===== src/rtl/core/rbrt_pkg.sv =====
// Package for the refcounted buffer region table: transfer types, codes, cell interfaces.
// No dependencies; used by rbrt_cell and refcounted_buffer_region_table_core.
package rbrt_pkg;

  localparam int unsigned SlotsDefault = 32;

  typedef enum logic [2:0] {
    OP_ADD  = 3'd0,
    OP_REF  = 3'd1,
    OP_REL  = 3'd2,
    OP_LOOK = 3'd3,
    OP_RDH  = 3'd4,
    OP_RALL = 3'd5
  } opcode_e;

  typedef enum logic [1:0] {
    ST_OK    = 2'd0,
    ST_INVAL = 2'd1,
    ST_NOENT = 2'd2,
    ST_FULL  = 2'd3
  } status_e;

  typedef struct packed {
    logic [2:0]         opcode;
    logic [15:0]        slot_index;
    logic [63:0]        address;
    logic [39:0]        length;
    logic signed [31:0] handle_fd;
    logic [63:0]        map_tag;
  } in_t;

  typedef struct packed {
    logic [1:0]  status;
    logic [5:0]  slot_out;
    logic [39:0] offset;
    logic [30:0] fd_out;
    logic [63:0] map_tag_out;
    logic        released;
    logic        last;
    logic [31:0] generation;
    logic [6:0]  used_slots;
  } out_t;

  // broadcast command to every cell; wr/inc/dec act only on selected cells
  typedef struct packed {
    logic eval;
    logic wr;
    logic inc;
    logic dec;
    logic clr;
  } cell_cmd_t;

  // priority chain passed from cell to cell, lowest index first
  typedef struct packed {
    logic free_seen;
    logic hit_seen;
  } chain_t;

  typedef struct packed {
    logic        valid;
    logic        first_free;
    logic        first_hit;
    logic        over;
    logic        last_ref;
    logic [39:0] off;
    logic [30:0] handle;
    logic [63:0] tag;
  } cell_stat_t;

  function automatic logic [31:0] gen_next(input logic [31:0] g);
    logic [31:0] n;
    n = g + 32'd1;
    return (n == 32'd0) ? 32'd1 : n;
  endfunction

endpackage


===== src/rtl/core/rbrt_cell.sv =====
// One slot of the region table: stored entry, reference count and range compare.
// Depends on rbrt_pkg; chained by the core through chain_i/chain_o.
module rbrt_cell (
  input  logic               clk_i,
  input  logic               rst_ni,
  input  rbrt_pkg::cell_cmd_t cmd_i,
  input  logic               sel_i,
  input  rbrt_pkg::in_t      req_i,
  input  rbrt_pkg::chain_t   chain_i,
  output rbrt_pkg::chain_t   chain_o,
  output rbrt_pkg::cell_stat_t stat_o
);
  import rbrt_pkg::*;

  logic        valid_q;
  logic [63:0] base_q;
  logic [39:0] size_q;
  logic [30:0] handle_q;
  logic [63:0] tag_q;
  logic [31:0] ref_q;
  logic        hit_q, over_q;
  logic [39:0] off_q;

  logic [63:0] diff;
  logic        in_range, over_d;

  assign diff     = req_i.address - base_q;
  assign in_range = (req_i.address >= base_q) && (diff < {24'd0, size_q});
  assign over_d   = ({1'b0, diff[39:0]} + {1'b0, req_i.length}) > {1'b0, size_q};

  always_ff @(posedge clk_i or negedge rst_ni) begin
    if (!rst_ni) begin
      valid_q <= 1'b0;
    end else if (cmd_i.clr) begin
      valid_q <= 1'b0;
    end else if (sel_i && cmd_i.wr) begin
      valid_q <= 1'b1;
    end else if (sel_i && cmd_i.dec && (ref_q == 32'd1)) begin
      valid_q <= 1'b0;
    end
  end

  always_ff @(posedge clk_i) begin
    if (sel_i && cmd_i.wr) begin
      base_q   <= req_i.address;
      size_q   <= req_i.length;
      handle_q <= req_i.handle_fd[30:0];
      tag_q    <= req_i.map_tag;
      ref_q    <= 32'd1;
    end else if (sel_i && cmd_i.inc && (ref_q != 32'hFFFF_FFFF)) begin
      ref_q <= ref_q + 32'd1;
    end else if (sel_i && cmd_i.dec) begin
      ref_q <= ref_q - 32'd1;
    end
    if (cmd_i.eval) begin
      hit_q  <= in_range;
      over_q <= over_d;
      off_q  <= diff[39:0];
    end
  end

  assign chain_o.free_seen = chain_i.free_seen | ~valid_q;
  assign chain_o.hit_seen  = chain_i.hit_seen | (valid_q & hit_q);

  assign stat_o.valid      = valid_q;
  assign stat_o.first_free = ~valid_q & ~chain_i.free_seen;
  assign stat_o.first_hit  = valid_q & hit_q & ~chain_i.hit_seen;
  assign stat_o.over       = over_q;
  assign stat_o.last_ref   = (ref_q == 32'd1);
  assign stat_o.off        = off_q;
  assign stat_o.handle     = handle_q;
  assign stat_o.tag        = tag_q;

endmodule


===== config.mk =====
export PLATFORM = sky130hd
export DESIGN_NAME = rbrt_cell
export DESIGN_NICKNAME = d
export VERILOG_FILES = /design/src/rtl/core/rbrt_pkg.sv /design/src/rtl/core/rbrt_cell.sv
export SDC_FILE = /design/constraint.sdc
export NUM_CORES = 1
export LEC_CHECK = 0
export ABC_CLOCK_PERIOD_IN_PS = 5700
export CAP_MARGIN = 20
export CORE_UTILIZATION = 50
export DETAILED_ROUTE_END_ITERATION = 12
export DONT_BUFFER_PORTS = 1
export GPL_ROUTABILITY_DRIVEN = 0
export PLACE_DENSITY = 0.67
export RECOVER_POWER = 100
export REMOVE_ABC_BUFFERS = 1
export SETUP_SLACK_MARGIN = 0.05
export SLEW_MARGIN = 15
export SYNTH_ARGS = -nofsm -noshare
export SYNTH_HDL_FRONTEND = slang
export SYNTH_SLANG_ARGS = --single-unit
export TNS_END_PERCENT = 100

===== constraint.sdc =====
create_clock -name clk_i -period 5.7 [get_ports clk_i]
set_clock_uncertainty 0.15 [all_clocks]
set_input_delay 0.855 -clock clk_i [delete_from_list [all_inputs] [get_ports clk_i]]
set_output_delay 0.855 -clock clk_i [all_outputs]
set_load 0.1 [all_outputs]

; ---- After elaboration in Yosys (flattened, before gate mapping)
; Index checks and enable logic that the tools add are counted.
[word_totals]
elab_cells = 39
ff_bits = 274
[classes]
bitwise = 8
addsub = 4
magnitude_cmp = 3
reduce_logical = 8
mux = 5
n_eq_ne = 2
[op_table]
columns = op, count
row1 = $ge 64x64->1, 1
row2 = $lt 64x40->1, 1
row3 = $mux 32, 2
row4 = $sub 64x64->64, 1
row5 = $add 40x40->41, 1
row6 = $gt 41x40->1, 1
row7 = $add 32x1->32 const B, 1
row8 = $eq 32x1->1 const B, 1
row9 = $ne 32x32->1 const B, 1
row10 = $sub 32x1->32 const B, 1
row11 = $logic_and 1x1->1, 6
row12 = $and 1x1->1, 3
row13 = $mux 1, 3
row14 = $not 1->1, 3
row15 = $reduce_bool 3->1, 1
row16 = $or 1x1->1, 2
row17 = $reduce_bool 2->1, 1

; ---- Depth between registers and ports, before layout
; Gate-level depths: netlist of the first run.
[logic_depth]
depth_word = 5
ltp_mapped = 34

; ---- Worst setup path before layout of the first run
; OpenSTA, ideal clock, no wires.
[synth_timing]
kind = input-to-reg
startpoint = input cmd_i[3] in the netlist's numbering
endpoint = register base_q[0] (enable)
path_buffers = 1
path_slack_ps = -1699
stages = 3
setup_ps = 641
arrival_time_ps = 6608
path_cell_list = nand2_1 > inv_1 > clkbuf_1
[synth_between]
elab_chain_cells = 1
[synth_lines]
columns = element, line
row1 = "start, declared", rbrt_cell.sv:6  ; input rbrt_pkg::cell_cmd_t cmd_i,
row2 = $logic_and 1x1->1, rbrt_cell.sv:44  ; if (sel_i && cmd_i.wr) begin
row3 = "end signal, assigned", rbrt_cell.sv:45  ; base_q <= req_i.address;
row4 = "end, declared", rbrt_cell.sv:16  ; logic [63:0] base_q;
; No other way between the ends.
; A chain may end at the register's enable or synchronous reset.

; ---- Worst setup path in the final report of the first run
[layout_timing]
startpoint = register base_q[1]
endpoint = register over_q (data pin)
[layout_between]
elab_chain_cells = 3
[layout_lines]
columns = element, line
row1 = $sub 64x64->64, rbrt_cell.sv:27  ; assign diff = req_i.address - base_q;
row2 = named net diff[9], rbrt_cell.sv:24  ; logic [63:0] diff;
row3 = $add 40x40->41, rbrt_cell.sv:29  ; assign over_d = ({1'b0, diff[39:0]} + {1'b0, req_i.length}) > {1'b0, size_q};
row4 = $gt 41x40->1, rbrt_cell.sv:29
row5 = named net over_d, rbrt_cell.sv:25  ; logic in_range, over_d;
row6 = "end signal, assigned", rbrt_cell.sv:57  ; over_q <= over_d;
row7 = "end, declared", rbrt_cell.sv:21  ; logic hit_q, over_q;
; The timed path passes the listed nets, and every way through them passes these cells.

==> results of run 1 <==
-- what timing repair did --
item | CTS | global route
buffers inserted | 16 | 6
hold buffers | 1 | 0
setup endpoints to repair | 2 | 2
endpoints found under the hold margin | 1 | 0
resized for setup | 56 | 40
pin swaps | 56 | 33
-- kinds of logic (layout without fill, tap and decap cells) --
family	after synthesis	count (layout)	synth area share, %
and+or+nand+nor	490	490	13.9
AOI/OAI and AO/OA	472	472	17.3
DFF	274	274	44.9
buffers and inverters	198	526	4.28
adders and majority gates	190	190	13.6
xor gates and xnor gates	112	112	5.58
muxes	8	8	0.469
-- flip-flops by register name, indices dropped and copies added (netlist names) --
name,count
valid_q,1
over_q,1
ref_q,32
handle_q,31
base_q,64
off_q,40
tag_q,64
size_q,40
hit_q,1
-- report_power, final --
part / internal, mW / total [mW] / switching (mW)
Sequential: 2.45 / 3.28 / 0.834
Combinational: 1.60 / 3.36 / 1.76
Clock: 1.04 / 1.86 / 0.815
-- path summary, 6_finish.rpt --
path                       cells after the start  slack, ns                     end                   start
max                                           32      -0.44        over_q$_DFFE_PP_     base_q[1]$_DFFE_PP_
min                                            1       0.20     valid_q$_DFFE_PN0P_                cmd_i[0]
max in group asynchronous                      1       4.94     valid_q$_DFFE_PN0P_                  rst_ni
min reg2reg                                    2       0.36  ref_q[13]$_SDFFE_PP0P_  ref_q[13]$_SDFFE_PP0P_
min in group asynchronous                      1       0.35     valid_q$_DFFE_PN0P_                  rst_ni
max reg2reg                                   32      -0.44        over_q$_DFFE_PP_     base_q[1]$_DFFE_PP_
-- metal layers --
layer / GRT usage [%] / wire length [um] / up-vias
met3: 6.66 / 4400 / 95
li1: - / - / 7107
met2: 43.9 / 23000 / 600
met4: 8.41 / 1430 / 0
met1: 35.0 / 20900 / 7067
met5: 0 / 0 / -
-- stage by stage --
step / hold WS, ns / worst slack [ns] / util (%) / std cells
floorplan: 0.320 / -0.922 / - / 1695
global placement: 0.330 / -1.22 / 58.6 / 2451
detailed placement: 0.355 / -1.33 / 58.6 / 2451
CTS: 0.156 / -0.329 / 62.3 / 2521
global route: 0.177 / -0.723 / 62.9 / 2527
finish: 0.197 / -0.438 / 62.9 / 2527
-- area by class of cell --
class                      instances  area share, %
multi-input combinational       1272           43.0
clock buffer                      35           3.64
tap                              455           2.62
sequential                       274           36.4
inverter                         149           2.59
clock inverter                    19          0.685
timing repair buffer             323           11.1
-- placed cells by master, fill, tap and decap left out, types with 13 or more instances in the layout --
cell type	n
dfxtp_1	32
nor2_1	126
o21ai_0	71
buf_4	317
a31oi_1	17
a21oi_1	132
and3_1	15
edfxtp_1	241
o211ai_1	17
a21o_1	52
ha_1	185
nor3_1	31
a21oi_2	13
nand2_1	114
o21bai_1	22
inv_1	147
nand4_1	52
xnor2_1	63
nand2b_1	15
xor2_1	46
o21a_1	30
nor2b_1	15
nand3_1	47
clkbuf_16	31
-- worst max-delay path: cells and delay by family (launching register included) --
family,cells,cell delay (ns)
AO/OA/AOI/OAI,18,3.18
XOR/XNOR,2,0.29
adder cells (fa/ha/maj),3,0.78
buffers and inverters,2,0.24
flip-flops,1,0.39
AND/OR/NAND/NOR,7,0.80
==> run_results.csv, run 1 <==
group,metric,value,unit
outcome,status,"complete, but fails checks",
outcome,violations,"capacitance limit, slew limit, setup timing",
cells_and_area,area_delta_synth_final,23.6,%
timing,slew_violations,143,
logic_synthesis,syn_area,17600,um2
worst_setup_path,cp_slowest_cell,"edfxtp_1",
timing,fmax,163,MHz
cells_and_area,regArea,7900,um2
power_and_ir_drop,power,8.50,mW
detailed_routing,wl,49700,um
grt,grt_pass1_vias,14300,
logic_synthesis,synth-main-ff-cell,"edfxtp_1",
logic_synthesis,synth_common_cells,"edfxtp_1 (241), ha_1 (188), inv_1 (149)",
timing,finalCritPeriodShare,108,%
clock_tree,cts_sinks,274,
detailed_routing,vias,14900,
placement,dpl_cell_area,20300,um2
floorplanning,die_w,190,um
logic_synthesis,ys_types,73,
clock_tree,htreeDepth,1,
timing,tns,-0.438,ns
cells_and_area,finalInstanceArea,21700,um2
clock_tree,clk_pin_slew,0.06,ns
worst_setup_path,start_kind,"flop",
clock_tree,cts_root_buf,"clkbuf_16",
timing,rsz0062_at_grt,"yes",
detailed_routing,dr.pass1.iters,8,
worst_setup_path,setup.worst_path.class,"flop to flop",
clock_tree,max-clock-path-buffers,3,
worst_setup_path,critPathMaxFanout,2,
logic_synthesis,yosysTopAreaCellShare,41.1,%
timing,period_needed,6.14,ns
worst_setup_path,arrival,6.29,ns
timing,finalSetupViolCount,1,
logic_synthesis,yosysSeqAreaShare,44.9,%
grt,antenna_found_initial,1,
floorplanning,die_h,190,um
placement,port_buffers,0,
grt,grtUsageTotal,26.9,%
floorplanning,initial_core_util,50.9,%
detailed_routing,drc_errors,0,
power_and_ir_drop,power_per_cell_area,391,nW/um2
min_path,hold_class,"input port to flop",
worst_setup_path,worst_setup_path_end_kind,"flop",
floorplanning,dieArea,35900,um2
logic_synthesis,synth-edff-count,241,
detailed_routing,wl_per_cell,19.7,um
cells_and_area,fillers,2807,
cells_and_area,drive_gt1_share,21.7,%
clock_tree,clock_latency,0.57,ns
logic_synthesis,synth_cells,1744,
grt,grt_max_degree,143,
clock_tree,cts_made_buffers,31,
grt,grt_pass1_wl,76700,um
logic_synthesis,synth-async-reset-ratio,0.365,%
worst_setup_path,required,5.85,ns
floorplanning,core-area,34500,um2
detailed_routing,antenna_left,0,
logic_synthesis,yosys.area.top_type,"edfxtp_1",
placement,hpwl,39000,um
logic_synthesis,syn-mean-instance-area,10.1,um2
floorplanning,rows,68,
detailed_routing,dr.first_iter.drc_count,1120,
timing,relSlewSlack,-90.2,%
power_and_ir_drop,power_leakage,9.18,nW
worst_setup_path,cp_common_cell,"a21o_1",
clock_tree,cts_tree,"built",
logic_synthesis,yosysMostFrequentCell,"edfxtp_1",
timing,worst_slew_pin_slew,2.85,ns
floorplanning,io_pins,371,
timing,hold_violations,0,
worst_setup_path,max_stage_delay,0.39,ns
cells_and_area,antenna_cells,0,
cells_and_area,multi_input_area,9340,um2
detailed_routing,viasPerCell,5.88,
cells_and_area,fin_nets,2470,
logic_synthesis,ys_ff_latch,274,
grt,grt.overflow.total,0,
job,cap_viol_max_count,1,
logic_synthesis,ys_warn_count,0,
logic_synthesis,synth_area_leaders,"edfxtp_1 (41%), ha_1 (13%), a21oi_1 (4.1%), dfxtp_1 (3.6%), xnor2_1 (3.2%)",
timing,timing.final.ws_setup,-0.438,ns
power_and_ir_drop,ir_drop,0.309,mV
Note: power is estimated with default switching activity, not from simulation.
==> inputs of run 2 (changes only) <==
--- a/config.mk
+++ b/config.mk
@@ -5,6 +5,7 @@
 export SDC_FILE = /design/constraint.sdc
 export NUM_CORES = 1
 export LEC_CHECK = 0
+export ABC_AREA = 1
 export ABC_CLOCK_PERIOD_IN_PS = 5700
 export CAP_MARGIN = 20
 export CORE_UTILIZATION = 50
==> run 2 against run 1 <==
  * The run ends with capacitance limit, slew limit left
  * Synthesized area up 13%
  * Critical endpoint unchanged
  * Sequential power shrank 2%
  * Fmax grew 17%
  * Worst setup slack improved by 0.87 ns
  * Flip-flop and latch count did not move
  * Final cell count is 25% higher
==> run_results.csv, run 2 <==
group,metric,value,unit
floorplanning,die_h,201,um
grt,grtUsageTotal,28.5,%
cells_and_area,area_delta_synth_final,9.66,%
cells_and_area,fillers,3670,
cells_and_area,top_regs,"base_q: 64 flops, tag_q: 64 flops",
grt,grt_pass1_wl,89700,um
logic_synthesis,synth-main-ff-cell,"edfxtp_1",
floorplanning,io_pins,371,
cells_and_area,mostFrequentLayoutCell,"nand2_1",
detailed_routing,dr.pass1.iters,6,
worst_setup_path,required,5.90,ns
detailed_routing,dr.first_iter.drc_count,1293,
placement,hpwl,48400,um
timing,worst_slew_pin_slew,2.69,ns
logic_synthesis,synth_xor_area_share,3.35,%
clock_tree,cts_made_buffers,31,
cells_and_area,fin_cells,3165,
timing,finalCritPeriodShare,92.4,%
floorplanning,rows,72,
job,cap_viol_max_count,4,
grt,grt_max_degree,108,
power_and_ir_drop,power,7.97,mW
detailed_routing,antenna_left,0,
floorplanning,initial_core_util,51.1,%
outcome,violations,"capacitance limit, slew limit",
worst_setup_path,critPathMaxFanout,4,
logic_synthesis,synth_area_leaders,"edfxtp_1 (36%), nand2_1 (13%), ha_1 (12%), inv_1 (8.9%), a21oi_1 (4.5%)",
logic_synthesis,yosysSeqAreaShare,39.7,%
clock_tree,cts_setup_buffers,0,
timing,fmax,190,MHz
cells_and_area,drive_gt1_share,7.59,%
cells_and_area,layout_common_cells,"nand2_1 (677), inv_1 (470), edfxtp_1 (241)",
min_path,hold_class,"input port to flop",
clock_tree,clock_latency,0.61,ns
worst_setup_path,cp_common_cell,"nand2_1",
cells_and_area,antenna_cells,0,
timing,hold_violations,0,
floorplanning,die_w,201,um
worst_setup_path,start_kind,"flop",
placement,pre_cts_ws,0.0221,ns
clock_tree,cts_sinks,274,
logic_synthesis,ys_warn_count,0,
logic_synthesis,synth_common_cells,"nand2_1 (673), inv_1 (470), edfxtp_1 (241)",
logic_synthesis,synth_mux_area_share,0,%
timing,finalSetupViolCount,0,
timing,timing.final.ws_setup,0.434,ns
detailed_routing,wl,58700,um
clock_tree,cts_root_buf,"clkbuf_16",
worst_setup_path,setup.worst_path.class,"flop to flop",
power_and_ir_drop,ir_drop,0.283,mV
timing,period_needed,5.27,ns
floorplanning,core-area,38900,um2
timing,slew_violations,67,
detailed_routing,viasPerCell,5.42,
clock_tree,cts_tree,"built",
logic_synthesis,syn_area,19900,um2
cells_and_area,fin_nets,3041,
logic_synthesis,synth-async-reset-ratio,0.365,%
logic_synthesis,synth_fa_ha_area_share,12.0,%
placement,port_buffers,0,
cells_and_area,multi_input_area,9990,um2
logic_synthesis,ys_types,62,
timing,tns,0,ns
logic_synthesis,synth_compound_area_share,9.85,%
logic_synthesis,yosysTopAreaCellShare,36.4,%
logic_synthesis,synth_simple_gate_area_share,25.3,%
detailed_routing,vias,17200,
logic_synthesis,synth-edff-count,241,
placement,dp_cells,3106,
worst_setup_path,cp_slowest_cell,"ha_1",
logic_synthesis,synth_cells,2549,
clock_tree,htreeDepth,1,
logic_synthesis,ys_ff_latch,274,
timing,relSlewSlack,-80.4,%
timing,timing.hold.ws,0.162,ns
worst_setup_path,worst_setup_path_end_kind,"flop",
grt,grt.overflow.total,0,
detailed_routing,wl_per_cell,18.6,um
floorplanning,dieArea,40600,um2
logic_synthesis,synth_top_family_by_area,"simple AND/OR/NAND/NOR gates",
timing,rsz0062_at_grt,"no",
cells_and_area,regArea,7900,um2
worst_setup_path,max_stage_delay,0.41,ns
logic_synthesis,yosysMostFrequentCell,"nand2_1",
clock_tree,clk_pin_slew,0.07,ns
outcome,status,"complete, but fails checks",
power_and_ir_drop,power_per_cell_area,365,nW/um2
power_and_ir_drop,power_leakage,10.4,nW
grt,antenna_found_initial,1,
clock_tree,max-clock-path-buffers,3,
worst_setup_path,arrival,5.46,ns
logic_synthesis,yosys.area.top_type,"edfxtp_1",
logic_synthesis,syn-mean-instance-area,7.81,um2
grt,grt_pass1_vias,16300,
detailed_routing,drc_errors,0,
run 2: changes by cell type after synthesis, moves of 27 or more:
cell / delta
nand3_1: +45
nand2_1: +558
nor2_2: +29
inv_2: +27
inv_1: +321
nor2_1: +76
clkbuf_1: -44
nand2_2: +29
a21o_1: -51
xnor2_1: -43
a21oi_1: +35
run 2: what timing repair did:
action / 4_1_cts / 5_1_grt
gates resized for setup: 0 / 0
hold buffers: 1 / 0
hold endpoints to repair: 1 / 0
run 2: per-layer routing:
metal / wire length [um] / global-route usage, %
met3: 4330 / 5.17
met4: 2520 / 11.3
met2: 27900 / 49.2
met5: 0 / 0
met1: 24000 / 35.2
run 2: final cells by class:
type                    count  area share, %
multi-input cells        1765           45.8
repair buffers             51           1.53
clock buffers              33           3.59
well taps                 518           2.97
clock inverters            25           1.34
inverters                 499           8.60
flip-flops and latches    274           36.2
run 2: metrics by stage:
stage,cell area [um2],utilization (%)
2_1_floorplan,19800,-
3_3_place_gp,20900,53.8
3_5_place_dp,20900,53.8
4_1_cts,22000,56.5
5_1_grt,21800,56.1
6_report,21800,56.1
run 2: logic make-up (layout without fill, tap and decap cells):
group | count (synthesis) | after routing
AOI/OAI and AO/OA | 341 | 341
xor gates and xnor gates | 76 | 76
adders and majority gates | 190 | 190
buffers and inverters | 510 | 608
DFF | 274 | 274
and+or+nand+nor | 1158 | 1158
run 2: final timing paths:
| kind | start | endpoint | slack (ns) | cells past startpoint |
|---|---|---|---|---|
| worst max-delay path | base_q[0]$_DFFE_PP_ | over_q$_DFFE_PP_ | 0.43 | 33 |
| worst min-delay path | cmd_i[0] | valid_q$_DFFE_PN0P_ | 0.16 | 1 |
| worst max register to register | base_q[0]$_DFFE_PP_ | over_q$_DFFE_PP_ | 0.43 | 33 |
| worst min register to register | ref_q[26]$_SDFFE_PP0P_ | ref_q[26]$_SDFFE_PP0P_ | 0.35 | 1 |
| max in group asynchronous | rst_ni | valid_q$_DFFE_PN0P_ | 4.98 | 1 |
| min in group asynchronous | rst_ni | valid_q$_DFFE_PN0P_ | 0.31 | 1 |
run 2: power breakdown:
part	total (mW)	internal (mW)	switching, mW
clock	2.10	1.20	0.894
combinational	2.66	0.962	1.70
sequential	3.22	2.41	0.805
total	7.97	4.58	3.40
run 2: worst max-delay path, delay by kind of cell, from the launching register on:
kind / cells / cell delay (ns)
flops: 1 / 0.33
simple gates: 18 / 1.47
buf+inv: 3 / 0.32
fa+ha+maj: 4 / 1.22
compound gates: 6 / 1.10
xor+xnor: 2 / 0.40
==> inputs of run 3 (changes only) <==
--- a/config.mk
+++ b/config.mk
@@ -8,13 +8,12 @@
 export ABC_AREA = 1
 export ABC_CLOCK_PERIOD_IN_PS = 5700
 export CAP_MARGIN = 20
-export CORE_UTILIZATION = 50
+export CORE_UTILIZATION = 31
 export DETAILED_ROUTE_END_ITERATION = 12
 export DONT_BUFFER_PORTS = 1
 export GPL_ROUTABILITY_DRIVEN = 0
-export PLACE_DENSITY = 0.67
+export PLACE_DENSITY = 0.45
 export RECOVER_POWER = 100
-export REMOVE_ABC_BUFFERS = 1
 export SETUP_SLACK_MARGIN = 0.05
 export SLEW_MARGIN = 15
 export SYNTH_ARGS = -nofsm -noshare
==> run 3 against run 2 <==
  * The flow still finishes with violations (capacitance limit, slew limit)
  * Worst hold slack improved by 0.037 ns
  * Largest cell class unchanged
  * Core utilization fell by 19 points
  * Fmax rose by 1.8%
  * Routed wire length rose by 9.0%
  * Worst setup slack improved by 0.091 ns
  * Critical path type is now input port to flop
==> run_results.csv, run 3 (synthesis results as in run 2) <==
group,metric,value,unit
worst_setup_path,critPathMaxFanout,88,
detailed_routing,wl_per_cell,17.7,um
power_and_ir_drop,p_clk_share,28.5,%
clock_tree,cts_setup_buffers,0,
detailed_routing,antenna_left,0,
detailed_routing,drc_errors,0,
detailed_routing,dr.first_iter.drc_count,1160,
worst_setup_path,required,5.73,ns
grt,grt.overflow.total,0,
min_path,hold_class,"input port to flop",
logic_synthesis,syn_nets,2968,
timing,relSlewSlack,-143,%
timing,slew_violations,90,
placement,dp_cells,3554,
floorplanning,die_h,255,um
job,cap_viol_max_count,4,
grt,grt_pass1_wl,97600,um
cells_and_area,finalInstanceArea,23400,um2
power_and_ir_drop,power_leakage,11.1,nW
timing,rsz0062_at_grt,"no",
worst_setup_path,arrival,5.21,ns
worst_setup_path,r2r_slack,0.55,ns
outcome,violations,"capacitance limit, slew limit",
floorplanning,die_w,255,um
cells_and_area,drive_gt1_share,11.7,%
timing,period_needed,5.17,ns
worst_setup_path,setup.worst_path.class,"input port to flop",
worst_setup_path,cp_slowest_cell,"inv_1",
detailed_routing,wl,64000,um
clock_tree,clock_latency,0.57,ns
clock_tree,cts_tree,"built",
timing,finalSetupViolCount,0,
power_and_ir_drop,power.switching,3.54,mW
clock_tree,cts_made_buffers,37,
cells_and_area,layout_common_cells,"nand2_1 (679), inv_1 (471), edfxtp_1 (241)",
detailed_routing,vias,17100,
grt,grt_max_degree,99,
power_and_ir_drop,p_comb_share,34.4,%
grt,grtUsageTotal,19.4,%
power_and_ir_drop,p_seq_share,37.1,%
floorplanning,core-area,63200,um2
placement,port_buffers,0,
cells_and_area,mostFrequentLayoutCell,"nand2_1",
worst_setup_path,path_cells,"nand2_1 -> inv_1 -> clkbuf_2",
worst_setup_path,worst_setup_path_end_kind,"flop",
power_and_ir_drop,switching_share,40.9,%
floorplanning,rows,92,
clock_tree,cts_root_buf,"clkbuf_16",
clock_tree,cts_sinks,274,
floorplanning,io_pins,371,
cells_and_area,fin_nets,3167,
grt,antenna_found_initial,4,
clock_tree,htreeDepth,2,
power_and_ir_drop,ir_drop,0.229,mV
floorplanning,dieArea,65200,um2
grt,grt_pass1_vias,17000,
timing,worst_slew_pin_slew,3.65,ns
cells_and_area,fin_cells,3626,
power_and_ir_drop,power_per_cell_area,370,nW/um2
cells_and_area,final_util,37.0,%
detailed_routing,dr.pass1.iters,5,
worst_setup_path,start_kind,"input port",
clock_tree,max-clock-path-buffers,3,
clock_tree,clk_pin_slew,0.06,ns
placement,dpl_cell_area,22200,um2
timing,hold_violations,0,
timing,fmax,193,MHz
timing,timing.hold.ws,0.199,ns
power_and_ir_drop,internal-power,5.12,mW
cells_and_area,area_delta_synth_final,17.5,%
worst_setup_path,max_stage_delay,2.69,ns
cells_and_area,top_regs,"base_q: 64 flops, tag_q: 64 flops",
detailed_routing,viasPerCell,4.72,
placement,hpwl,53800,um
floorplanning,initial_core_util,31.5,%
outcome,status,"complete, but fails checks",
timing,finalCritPeriodShare,90.8,%
==> run 3: what timing repair did <==
action	CTS	global route
hold endpoints to repair	1	0
hold buffers	1	0
endpoints found under the setup margin	0	1
resized for setup	0	8
==> run 3: routing by layer <==
metal	track usage (%)	part of all wire (%)
met1	23.8	43
met4	6.71	3.1
met5	0	0.020
met3	3.90	5.5
met2	33.7	48
==> run 3: path summary, 6_finish.rpt <==
path	startpoint	endpoint	cells past startpoint
worst max-delay path	sel_i	size_q[27]$_DFFE_PP_	3
worst min-delay path	cmd_i[0]	valid_q$_DFFE_PN0P_	1
worst max register to register	base_q[5]$_DFFE_PP_	over_q$_DFFE_PP_	35
worst min register to register	ref_q[26]$_SDFFE_PP0P_	ref_q[26]$_SDFFE_PP0P_	1
max in group asynchronous	rst_ni	valid_q$_DFFE_PN0P_	1
min in group asynchronous	rst_ni	valid_q$_DFFE_PN0P_	1
==> run 3: power by group through the flow <==
| stage | sequential, mW | combinational, mW | clock, mW |
|---|---|---|---|
| finish | 3.22 | 2.98 | 2.47 |
| detailed placement | 3.26 | 3.00 | 0 |
| global route | 3.23 | 3.36 | 2.62 |
| floorplan | 3.17 | 1.94 | 0 |
| CTS | 3.22 | 3.02 | 2.55 |
| global placement | 3.26 | 2.97 | 0 |
==> run 3: stage by stage <==
stage               worst slack, ns  total power, mW  TNS (ns)
detailed placement           -0.107             6.26    -0.107
global route                 0.0536             9.22         0
CTS                           0.473             8.79         0
floorplan                     0.730             5.11         0
global placement            -0.0730             6.23   -0.0730
finish                        0.525             8.66         0
==> run 3: critical path, delay by kind of cell <==
| kind | cells | cell delay [ns] |
|---|---|---|
| buf+inv | 2 | 3.67 |
| simple gates | 1 | 0.44 |
==> run 3: cell type report <==
cell class                      instances  area (um2)
Timing Repair Buffer                  171        1240
Clock inverter                         22         323
Inverter                              499        1870
Clock buffer                           44         952
Sequential cell                       274        7900
Multi-Input combinational cell       1765       10000
Tap cell                              846        1060
Fill cell                            6615       39800
Antenna cell                            5        12.5
